[config.mk]
export PLATFORM = sky130hd
export DESIGN_NAME = key_press_classifier_core
export DESIGN_NICKNAME = d
export VERILOG_FILES = /design/src/rtl/core/kpc_pkg.sv /design/src/rtl/core/kpc_cfg.sv /design/src/rtl/core/kpc_step.sv /design/src/rtl/core/key_press_classifier_core.sv
export SDC_FILE = /design/constraint.sdc
export NUM_CORES = 1
export LEC_CHECK = 0
export BUFFER_PORTS_ARGS = -buffer_cell sky130_fd_sc_hd__buf_2
export CORE_ASPECT_RATIO = 0.9
export CORE_UTILIZATION = 61
export CTS_CLUSTER_DIAMETER = 60
export DETAILED_ROUTE_END_ITERATION = 8
export PLACE_DENSITY_LB_ADDON = 0.05
export SETUP_SLACK_MARGIN = 0.4
export SYNTH_ARGS = -nofsm -noshare
export SYNTH_HDL_FRONTEND = slang
export SYNTH_SLANG_ARGS = --single-unit
[constraint.sdc]
create_clock -name i_clk -period 6.49 [get_ports i_clk]
set_input_delay 0.649 -clock i_clk [delete_from_list [all_inputs] [get_ports i_clk]]
set_output_delay 0.649 -clock i_clk [all_outputs]
set_load 0.02 [all_outputs]
[src/rtl/core/kpc_pkg.sv]
// Package for the key press classifier: word types, register indexes, timing constants.
package kpc_pkg;

    // Width of the internal millisecond time base (legal range 13..16)
    localparam int TIME_WIDTH = 16;

    // Configuration port
    localparam int CFG_IDX_W  = 3;
    localparam int CFG_DATA_W = 8;

    localparam logic [CFG_IDX_W-1:0] CFG_ENABLE          = 3'd0;
    localparam logic [CFG_IDX_W-1:0] CFG_INPUT_TYPE      = 3'd1;
    localparam logic [CFG_IDX_W-1:0] CFG_LONG_TIME       = 3'd2;
    localparam logic [CFG_IDX_W-1:0] CFG_FEEDBACK_ENABLE = 3'd3;
    localparam logic [CFG_IDX_W-1:0] CFG_ACTIVE_LOW      = 3'd4;
    localparam logic [CFG_IDX_W-1:0] CFG_CHANNEL_ID      = 3'd5;

    // Timing constants in ms
    localparam int DEBOUNCE_MS  = 50;
    localparam int REPEAT_MS    = 300;
    localparam int SWITCH_MS    = 100;
    localparam int LONG_UNIT_MS = 100;

    // Long time limits in 100 ms units
    localparam logic [5:0] LONG_MIN     = 6'd4;
    localparam logic [5:0] LONG_MAX     = 6'd50;
    localparam logic [5:0] LONG_DEFAULT = 6'd10;

    // Input type codes
    localparam logic TYPE_PUSH   = 1'b0;
    localparam logic TYPE_SWITCH = 1'b1;

    typedef logic [TIME_WIDTH-1:0] t_time;

    // Input word
    typedef struct packed {
        logic        pin_level;
        logic [15:0] now_ms;
        logic        bus_ready;
    } t_kpc_in;

    // Result word
    typedef struct packed {
        logic       event_valid;
        logic       event_long;
        logic [7:0] event_count;
        logic [7:0] event_channel;
        logic       feedback_valid;
        logic       feedback_on;
    } t_kpc_out;

    // Configuration registers as seen by the datapath
    typedef struct packed {
        logic       enable;
        logic       input_type;
        logic [5:0] long_time;
        logic       feedback_enable;
        logic       active_low;
        logic [7:0] channel_id;
    } t_kpc_cfg;

    // Per-channel key state
    typedef struct packed {
        logic       press_active;
        t_time      press_start;
        logic       long_active;
        t_time      long_start;
        logic [7:0] press_number;
    } t_kpc_state;

endpackage

[src/rtl/core/kpc_cfg.sv]
// Configuration register file with long time range check and channel clear strobe.
module kpc_cfg (
    input  logic                           i_clk,
    input  logic                           i_rst_n,
    input  logic                           i_cfg_we,
    input  logic [kpc_pkg::CFG_IDX_W-1:0]  i_cfg_idx,
    input  logic [kpc_pkg::CFG_DATA_W-1:0] i_cfg_data,
    output kpc_pkg::t_kpc_cfg              o_cfg,
    output logic                           o_clear
);
    import kpc_pkg::*;

    t_kpc_cfg   r_cfg;
    t_kpc_cfg   n_cfg;
    logic [5:0] w_long;

    // Out-of-range long time falls back to the default
    always_comb begin
        w_long = i_cfg_data[5:0];
        if (w_long < LONG_MIN || w_long > LONG_MAX) begin
            w_long = LONG_DEFAULT;
        end
    end

    // Register decode
    always_comb begin
        n_cfg   = r_cfg;
        o_clear = 1'b0;
        if (i_cfg_we) begin
            o_clear = 1'b1;
            case (i_cfg_idx)
                CFG_ENABLE:          n_cfg.enable          = i_cfg_data[0];
                CFG_INPUT_TYPE:      n_cfg.input_type      = i_cfg_data[0];
                CFG_LONG_TIME:       n_cfg.long_time       = w_long;
                CFG_FEEDBACK_ENABLE: n_cfg.feedback_enable = i_cfg_data[0];
                CFG_ACTIVE_LOW:      n_cfg.active_low      = i_cfg_data[0];
                CFG_CHANNEL_ID:      n_cfg.channel_id      = i_cfg_data[7:0];
                default:             o_clear               = 1'b0;
            endcase
        end
    end

    always_ff @(posedge i_clk) begin
        if (!i_rst_n) begin
            r_cfg.enable          <= 1'b1;
            r_cfg.input_type      <= TYPE_PUSH;
            r_cfg.long_time       <= LONG_DEFAULT;
            r_cfg.feedback_enable <= 1'b0;
            r_cfg.active_low      <= 1'b1;
            r_cfg.channel_id      <= 8'd0;
        end else begin
            r_cfg <= n_cfg;
        end
    end

    assign o_cfg = r_cfg;

endmodule

[src/rtl/core/kpc_step.sv]
// One classification step: key state, config and input word to next state and result word.
module kpc_step (
    input  kpc_pkg::t_kpc_cfg   i_cfg,
    input  kpc_pkg::t_kpc_state i_state,
    input  kpc_pkg::t_kpc_in    i_word,
    output kpc_pkg::t_kpc_state o_state,
    output kpc_pkg::t_kpc_out   o_word
);
    import kpc_pkg::*;

    t_time      w_now;
    t_time      w_press_el;
    t_time      w_long_el;
    t_time      w_long_thr;
    logic       w_pressed;
    logic       w_ev;
    logic       w_ev_long;
    logic [7:0] w_ev_count;
    logic       w_fb;
    logic       w_fb_on;
    logic [7:0] w_num_inc;

    // Elapsed times wrap with the time base
    assign w_now      = TIME_WIDTH'(i_word.now_ms);
    assign w_press_el = w_now - i_state.press_start;
    assign w_long_el  = w_now - i_state.long_start;
    assign w_long_thr = TIME_WIDTH'(i_cfg.long_time) * TIME_WIDTH'(LONG_UNIT_MS);
    assign w_pressed  = i_cfg.active_low ? !i_word.pin_level : i_word.pin_level;
    assign w_num_inc  = i_state.press_number + 8'd1;

    always_comb begin
        o_state    = i_state;
        w_ev       = 1'b0;
        w_ev_long  = 1'b0;
        w_ev_count = 8'd0;
        w_fb       = 1'b0;
        w_fb_on    = 1'b0;
        if (i_cfg.enable) begin
            if (i_cfg.input_type == TYPE_PUSH) begin
                // Push button: short on release, long and repeats while held
                if (!w_pressed) begin
                    if (i_state.press_active) begin
                        if (w_press_el >= TIME_WIDTH'(DEBOUNCE_MS) && !i_state.long_active) begin
                            o_state.press_number = w_num_inc;
                            w_ev       = 1'b1;
                            w_ev_count = w_num_inc;
                        end
                        o_state.press_active = 1'b0;
                        w_fb = 1'b1;
                    end
                end else if (i_state.press_active) begin
                    if (i_state.long_active) begin
                        if (w_long_el >= TIME_WIDTH'(REPEAT_MS)) begin
                            o_state.long_start = w_now;
                            w_ev       = 1'b1;
                            w_ev_long  = 1'b1;
                            w_ev_count = i_state.press_number;
                        end
                    end else if (w_press_el >= w_long_thr) begin
                        o_state.press_number = w_num_inc;
                        o_state.long_active  = 1'b1;
                        o_state.long_start   = w_now;
                        w_ev       = 1'b1;
                        w_ev_long  = 1'b1;
                        w_ev_count = w_num_inc;
                    end
                end else begin
                    o_state.press_active = 1'b1;
                    o_state.press_start  = w_now;
                    o_state.long_active  = 1'b0;
                    w_fb    = 1'b1;
                    w_fb_on = 1'b1;
                end
            end else begin
                // Switch: each edge reported, held until the bus takes it
                if (!w_pressed) begin
                    if (i_state.long_active && i_word.bus_ready) begin
                        w_ev       = 1'b1;
                        w_ev_count = i_state.press_number;
                        o_state.press_number = w_num_inc;
                        o_state.long_active  = 1'b0;
                    end
                    o_state.press_active = 1'b0;
                    w_fb = 1'b1;
                end else begin
                    if (!i_state.press_active) begin
                        o_state.press_active = 1'b1;
                        o_state.press_start  = w_now;
                    end else if (w_press_el >= TIME_WIDTH'(SWITCH_MS) && !i_state.long_active
                                 && i_word.bus_ready) begin
                        w_ev       = 1'b1;
                        w_ev_count = i_state.press_number;
                        o_state.press_number = w_num_inc;
                        o_state.long_active  = 1'b1;
                        o_state.long_start   = w_now;
                    end
                    w_fb    = 1'b1;
                    w_fb_on = 1'b1;
                end
            end
            if (!i_cfg.feedback_enable) begin
                w_fb    = 1'b0;
                w_fb_on = 1'b0;
            end
        end
    end

    // Result word; fields read zero when their flag is clear
    always_comb begin
        o_word.event_valid    = w_ev;
        o_word.event_long     = w_ev && w_ev_long;
        o_word.event_count    = w_ev ? w_ev_count : 8'd0;
        o_word.event_channel  = w_ev ? i_cfg.channel_id : 8'd0;
        o_word.feedback_valid = w_fb;
        o_word.feedback_on    = w_fb && w_fb_on;
    end

endmodule

[src/rtl/core/key_press_classifier_core.sv]
// Top level: input register, key state, classification step and result register.
//
//  channel | direction | handshake                  | word
//  --------+-----------+----------------------------+-----------------------------
//  in      | sink      | i_in_valid / o_in_stall    | i_in_word  (pin, time, bus)
//  out     | source    | o_out_valid / i_out_stall  | o_out_word (event, feedback)
//  cfg     | sink      | i_cfg_we                   | i_cfg_idx, i_cfg_data
//
// One word per cycle sustained while the result is not stalled; each word gives one result word.
// A word passes through the input register, the step logic and then the result register.
// Reset is synchronous: registers return to 1,0,10,0,1,0 and the key state clears.
// A stalled result holds; the input register still takes one more word behind it.
// A write to any defined register (index 0 to 5) clears the key state and press number.
module key_press_classifier_core (
    input  logic                           i_clk,
    input  logic                           i_rst_n,
    input  logic                           i_in_valid,
    output logic                           o_in_stall,
    input  kpc_pkg::t_kpc_in               i_in_word,
    output logic                           o_out_valid,
    input  logic                           i_out_stall,
    output kpc_pkg::t_kpc_out              o_out_word,
    input  logic                           i_cfg_we,
    input  logic [kpc_pkg::CFG_IDX_W-1:0]  i_cfg_idx,
    input  logic [kpc_pkg::CFG_DATA_W-1:0] i_cfg_data
);
    import kpc_pkg::*;

    t_kpc_cfg   w_cfg;
    logic       w_clear;
    t_kpc_state r_state;
    t_kpc_state n_state;
    t_kpc_out   n_out;
    logic       r_in_valid;
    t_kpc_in    r_in;
    logic       r_out_valid;
    t_kpc_out   r_out;
    logic       w_out_free;
    logic       w_adv;
    logic       w_in_acc;

    kpc_cfg u_cfg (
        .i_clk      (i_clk),
        .i_rst_n    (i_rst_n),
        .i_cfg_we   (i_cfg_we),
        .i_cfg_idx  (i_cfg_idx),
        .i_cfg_data (i_cfg_data),
        .o_cfg      (w_cfg),
        .o_clear    (w_clear)
    );

    kpc_step u_step (
        .i_cfg   (w_cfg),
        .i_state (r_state),
        .i_word  (r_in),
        .o_state (n_state),
        .o_word  (n_out)
    );

    // Pipeline handshake
    assign w_out_free = !r_out_valid || !i_out_stall;
    assign w_adv      = r_in_valid && w_out_free;
    assign o_in_stall = r_in_valid && !w_out_free;
    assign w_in_acc   = i_in_valid && !o_in_stall;

    // Input register
    always_ff @(posedge i_clk) begin
        if (!i_rst_n) begin
            r_in_valid <= 1'b0;
        end else if (w_in_acc) begin
            r_in_valid <= 1'b1;
        end else if (w_adv) begin
            r_in_valid <= 1'b0;
        end
        if (w_in_acc) begin
            r_in <= i_in_word;
        end
    end

    // Key state, updated as each word moves into the result register
    always_ff @(posedge i_clk) begin
        if (!i_rst_n || w_clear) begin
            r_state <= '0;
        end else if (w_adv) begin
            r_state <= n_state;
        end
    end

    // Result register
    always_ff @(posedge i_clk) begin
        if (!i_rst_n) begin
            r_out_valid <= 1'b0;
        end else if (w_out_free) begin
            r_out_valid <= r_in_valid;
        end
        if (w_adv) begin
            r_out <= n_out;
        end
    end

    assign o_out_valid = r_out_valid;
    assign o_out_word  = r_out;

    // A register write leaves the channel cleared
    a_cfg_clear: assert property (@(posedge i_clk) disable iff (!i_rst_n)
        w_clear |=> (r_state.press_number == 8'd0 && !r_state.press_active
                     && !r_state.long_active))
        else $error("key state not cleared after register write");

    // Key state moves only with a word or a register write
    a_state_hold: assert property (@(posedge i_clk) disable iff (!i_rst_n)
        (!w_adv && !w_clear) |=> $stable(r_state))
        else $error("key state changed without a word");

    // A word leaving the input register shows up as a result
    a_adv_out: assert property (@(posedge i_clk) disable iff (!i_rst_n)
        w_adv |=> r_out_valid)
        else $error("result lost after step");

    // Input stalls only while a word waits behind a stalled result
    a_stall_cause: assert property (@(posedge i_clk) disable iff (!i_rst_n)
        o_in_stall |-> (r_in_valid && r_out_valid && i_out_stall))
        else $error("input stalled without a full pipeline");

endmodule
## After elaboration in Yosys (flattened, before gate mapping)

Cells that the tools add are included.

- Add/sub/neg operators: 3
- Multipliers: 1
- Magnitude comparators: 6
- Equal/unequal tests: 13
- Divide/modulo/power cells: 0
- Reductions and logical operators: 39
- Bitwise gates (word level): 0
- Shifts and indexed selects: 0
- Multiplexer cells: 67

Operators with widths:

| kind | number |
|---|---|
| $mux 8 | 18 |
| $mux 16 | 5 |
| $mux 25 | 3 |
| $mux 41 | 1 |
| $mux 1 | 37 |
| $mux 33 | 1 |
| $sub 16x16->16 | 2 |
| $mux 24 | 1 |
| $ge 16x13->1 | 1 |
| $ge 16x6->1 const B | 1 |
| $ge 16x7->1 const B | 1 |
| $ge 16x9->1 const B | 1 |
| $reduce_and 2->1 | 8 |
| $ne 3x3->1 const B | 4 |
| $mul 6x5->11 const B | 1 |
| $logic_and 1x1->1 | 9 |
| $reduce_and 9->1 | 1 |
| $add 8x1->8 const B | 1 |
| $reduce_bool 2->1 | 4 |
| $logic_not 1->1 | 7 |
| $reduce_and 7->1 | 1 |
| $eq 3x2->1 const B | 2 |
| $eq 3x3->1 const B | 2 |
| $gt 6x6->1 const B | 1 |
| other kinds (12) | 16 |

- Input bits: 34
- Latch bits: 0
- Memories: 0
- Output and inout bits: 22
- RAM bits: 0
- Word-level logic and storage cells: 151
- Flip-flop bits (word level): 100
- Memory bits (read-only): 0

## Logic depth before layout (Yosys ltp)

- Word-level depth: 10
- Depth in mapped cells: 20
- Mapped depth without buffers: 19

## Cells and area by module

From an unflattened synthesis, not the netlist that was laid out.

- Cells, all modules: 944
- Area, all modules: 8595.7 um2

By module, submodules not included:

| module | sequential area each (um2) | instances | cells an instance | area each (um2) |
|---|---|---|---|---|
| kpc_step | 0.0 | 1 | 617 | 4475.5 |
| key_press_classifier_core | 2021.9 | 1 | 238 | 3308.2 |
| kpc_cfg | 360.3 | 1 | 89 | 812.0 |

## Least setup slack after synthesis

No wires, ideal clock.

- Path kind: reg-to-reg
- Start: register u_cfg.r_cfg (netlist bit u_cfg.o_cfg[11])
- End: register r_out (netlist bit o_out_word[2]), data pin
- Buffers on the path: 1
- Library setup time: 255 ps
- Required time: 6235 ps
- Slack: 1965 ps
- Data arrival time: 4270 ps
- Cell stages (with the launch flop): 19
- Clock period less this slack: 4525 ps
- Cell sequence: dfxtp_1 -> ha_1 -> ha_1 -> ha_1 -> ha_1 -> a21o_1 -> a21oi_1 -> xnor2_1 -> ha_1 -> a21o_1 -> a211o_1 -> o41ai_1 -> o21bai_1 -> or4_1 -> o2111ai_1 -> a41o_1 -> nand2_1 -> buf_4 -> and2_1

RTL lines:

| item | line | RTL |
|---|---|---|
| from (decl) | kpc_cfg.sv:13 | `t_kpc_cfg r_cfg;` |
| from (signal assigned) | kpc_cfg.sv:52 | `r_cfg <= n_cfg;` |
| to (signal assigned) | key_press_classifier_core.sv:97 | `r_out <= n_out;` |
| to (decl) | key_press_classifier_core.sv:37 | `t_kpc_out r_out;` |

## Worst setup path after layout

- Start: register u_cfg.r_cfg (netlist bit u_cfg.o_cfg[12])
- End: register r_out (netlist bit o_out_word[3]), data pin

- Longest elaborated chain between the ends: 8

RTL lines:

| item | line | RTL |
|---|---|---|
| $mul 6x5->11 | kpc_step.sv:27 | `assign w_long_thr = TIME_WIDTH'(i_cfg.long_time) * TIME_WIDTH'(LONG_UNIT_MS);` |
| $ge 16x13->1 | kpc_step.sv:59 | `end else if (w_press_el >= w_long_thr) begin` |
| $mux 1 | kpc_step.sv:59 |  |
| $mux 1 | kpc_step.sv:52 | `if (i_state.long_active) begin` |
| $mux 1 | kpc_step.sv:51 | `end else if (i_state.press_active) begin` |
| $mux 1 | kpc_step.sv:41 | `if (!w_pressed) begin` |
| $mux 1 | kpc_step.sv:39 | `if (i_cfg.input_type == TYPE_PUSH) begin` |
| $mux 1 | kpc_step.sv:38 | `if (i_cfg.enable) begin` |

No other way between the ends.
A chain may end at the register's enable or synchronous reset.

==> results.sh <==
export IMPL_run_status="finished clean"
export IMPL_final_hold_viol_count=0
export IMPL_synth_edff_count=38
export IMPL_netlist_cell_type_count=71
export IMPL_h_tree_depth=3
export IMPL_number_of_slew_limit_violations_in_the_final_report=0
export IMPL_postPlaceCellArea_sq_um=7000
export IMPL_path_cells="ha_1, ha_1, ha_1, ha_1, a21o_1, a21oi_1, xnor2_1, ha_1, a21o_1, a211o_1, o41ai_1, o21bai_1, or4_1, o2111ai_1, a41o_1, nand2_1, and2_1"
export IMPL_layout_drive_gt1_share_pct=10.9
export IMPL_worst_slew_margin_rel_pct=26.4
export IMPL_syn_mean_instance_area_sq_um=8.61
export IMPL_layout_common_cells="sky130_fd_sc_hd__nand2_1, sky130_fd_sc_hd__ha_1, sky130_fd_sc_hd__a21oi_1"
export IMPL_grt_max_degree=31
export IMPL_cts_sinks=100
export IMPL_drv_cap=0
export IMPL_buffer_count_from_post_cts_setup_fixing=0
export IMPL_worst_path_max_delay_cell="sky130_fd_sc_hd__or4_1"
export IMPL_mappedNetlistNets=881
export IMPL_core_area_sq_um=10500
export IMPL_drt_initial_drc_count=463
export IMPL_numCtsBuffers=9
export IMPL_remaining_drc_errors=0
export IMPL_timing_clock_skew_ns=0.00802
export IMPL_powerDensity_nw_per_um2=207
export IMPL_detailroute_via_count=5792
export IMPL_drtPass1Iterations=6
export IMPL_globalRoute_totalOverflow=0
export IMPL_critPathMaxStageDelay_ns=0.49
export IMPL_fin_hold_ws_ns=0.458
export IMPL_timing_final_crit_share_pct=79.0
export IMPL_timing_worst_setup_path_type="reg -> reg"
export IMPL_dieHeight_um=101
export IMPL_holdCritPathClass="reg -> reg"
export IMPL_cp_data_arrival_time_ns=5.22
export IMPL_vdd_drop_max_mv=0.117
export IMPL_timing_worst_slew_pin_value_ns=1.09
export IMPL_routed_via_density=6.09
export IMPL_async_reset_ff_share_pct=0
export IMPL_synth_seq_area_share_pct=35.6
export IMPL_postSynthRegisterBits=100
export IMPL_synth_cells=778
export IMPL_clk_insertion_delay_late_ns=0.34
export IMPL_tritoncts_clock_tree="built"
export IMPL_timing_final_crit_period_ns=5.13
export IMPL_layout_area_seq_sq_um=2380
export IMPL_row_count=35
export IMPL_critical_path_endpoint_type="flip-flop"
export IMPL_final_nets=920
export IMPL_chipWidth_um=112
export IMPL_port_buffers=55
export IMPL_synth_flop_cell="sky130_fd_sc_hd__dfxtp_1"
export IMPL_tns_ns=0
export IMPL_grt_antenna_before_repair=0
export IMPL_ctsLongestPathBuffers=2
export IMPL_postLayoutCellArea_sq_um=7310
export IMPL_multi_input_area_sq_um=3960
export IMPL_fmax_mhz=195
export IMPL_post_cts_hold_buffer_count=0
export IMPL_synth_top_family_by_area="compound AO/OA/AOI/OAI gates"
export IMPL_cp_max_fo=11
export IMPL_critPathMostFrequentCell="sky130_fd_sc_hd__ha_1"
export IMPL_groute_usage_overall_pct=28.9
export IMPL_syn_cell_area_sq_um=6700
export IMPL_ios=56
export IMPL_replace_congestion=0.867
export IMPL_ys_warnings_count=0
export IMPL_n_antenna_cell=0
export IMPL_final_setup_viol_count=0
export IMPL_first_global_vias=5422
export IMPL_p_total_w=0.00152
export IMPL_floorplan_die_area_sq_um=11400
export IMPL_grt_setup_unrepaired="false"
export IMPL_cts_root_buffer="sky130_fd_sc_hd__clkbuf_16"
export IMPL_worst_endpoint_required_ns=6.58
export IMPL_drt_antenna_violating_nets=0
export IMPL_synth_simple_area_share_pct=20.3
export IMPL_power_static_leakage_nw=2.83
export IMPL_layout_cells_most_common="sky130_fd_sc_hd__nand2_1"
export IMPL_post_drt_wl_per_cell_um=16.6
export IMPL_synth_compound_area_share_pct=21.2
export IMPL_synthMuxAreaShare_pct=1.05
export IMPL_worstSetupStartpointType="flip-flop"
export IMPL_grt_first_pass_wirelength_um=26100
export IMPL_post_synth_fa_ha_maj_area_fraction_pct=13.2
export IMPL_floorplan_initialDensity_pct=64.0
export IMPL_cts_repair_resize_count=0
export IMPL_clk_pin_slew_ns=0.06
export IMPL_filler_cell_count=864
export IMPL_final_routed_wirelength_um=15800
export IMPL_flow_area_growth_from_synthesis_pct=9.21
export IMPL_place_hpwl_um=11900
export IMPL_synth_xor_xnor_area_share_pct=3.40
==> cells in the mapped netlist, types with 16 or more instances <==
master                     instances  share of area [%]
sky130_fd_sc_hd__nand2_1         123                6.9
sky130_fd_sc_hd__ha_1             66                 12
sky130_fd_sc_hd__a21oi_1          63                4.7
sky130_fd_sc_hd__dfxtp_1          62                 19
sky130_fd_sc_hd__inv_1            55                3.1
sky130_fd_sc_hd__edfxtp_1         38                 17
sky130_fd_sc_hd__nand3_1          38                2.8
sky130_fd_sc_hd__o21ai_0          35                2.6
sky130_fd_sc_hd__nor2_1           31                1.7
sky130_fd_sc_hd__clkbuf_1         22                1.2
sky130_fd_sc_hd__a21boi_0         16                1.8
sky130_fd_sc_hd__xnor2_1          16                2.1
==> power by group <==
part           leakage [nW]  switching, W  internal (W)
registers             0.859     0.0000166      0.000670
logic                  1.83      0.000162      0.000101
clock network         0.147      0.000231      0.000336
==> kinds of logic after synthesis <==
family,after synthesis
fa+ha+maj,69
buf+inv,84
flops,100
compound gates,212
xor+xnor,26
mux,7
simple gates,280
==> layout make-up <==
class | count | share of cell area [%]
clock inverters | 5 | 1.04
inverters | 55 | 2.82
well taps | 129 | 2.21
flip-flops and latches | 100 | 32.6
multi-input cells | 594 | 54.2
clock buffers | 11 | 3.18
repair buffers | 57 | 3.97
==> per-stage QoR <==
step                      instances  worst slack (ns)  utilization (%)
after floorplan                 778              1.96                -
after global placement          935              1.60             66.9
after detailed placement        935              1.43             66.9
after CTS                       951              1.40             69.9
after global routing            951              1.04             69.9
final                           951              1.36             69.9
==> final timing paths <==
kind	startpoint	slack, ns	to	depth (start not counted)
hold reg to reg	r_state[34]$_SDFFE_PP0P_	0.46	r_state[34]$_SDFFE_PP0P_	2
setup reg to reg	u_cfg.o_cfg[12]$_SDFFE_PN0P_	1.36	o_out_word[3]$_SDFFCE_PN0P_	17
setup / recovery	u_cfg.o_cfg[12]$_SDFFE_PN0P_	1.36	o_out_word[3]$_SDFFCE_PN0P_	17
hold / removal	r_state[34]$_SDFFE_PP0P_	0.46	r_state[34]$_SDFFE_PP0P_	2
==> registers in the layout, indices dropped and copies added (netlist names) <==
name         count
o_out_valid      1
u_cfg.o_cfg     18
r_state         42
o_out_word      20
r_in            18
r_in_valid       1
==> routing by layer <==
| layer | wire length (um) | vias up | global-route usage [%] |
|---|---|---|---|
| met1 | 7660 | 2732 | 40.5 |
| met4 | 265 | 0 | 9.03 |
| met2 | 7280 | 147 | 46.5 |
| li1 | - | 2887 | - |
| met3 | 555 | 26 | 4.19 |
| met5 | 0 | - | 0 |
==> critical path: cells and delay by family, from the launching register on <==
family,cells,cell delay [ns]
adder cells (fa/ha/maj),5,1.45
AND/OR/NAND/NOR,3,1.01
flip-flops,1,0.40
AO/OA/AOI/OAI,8,1.90
XOR/XNOR,1,0.15
Note: power is estimated with default switching activity, not from simulation.
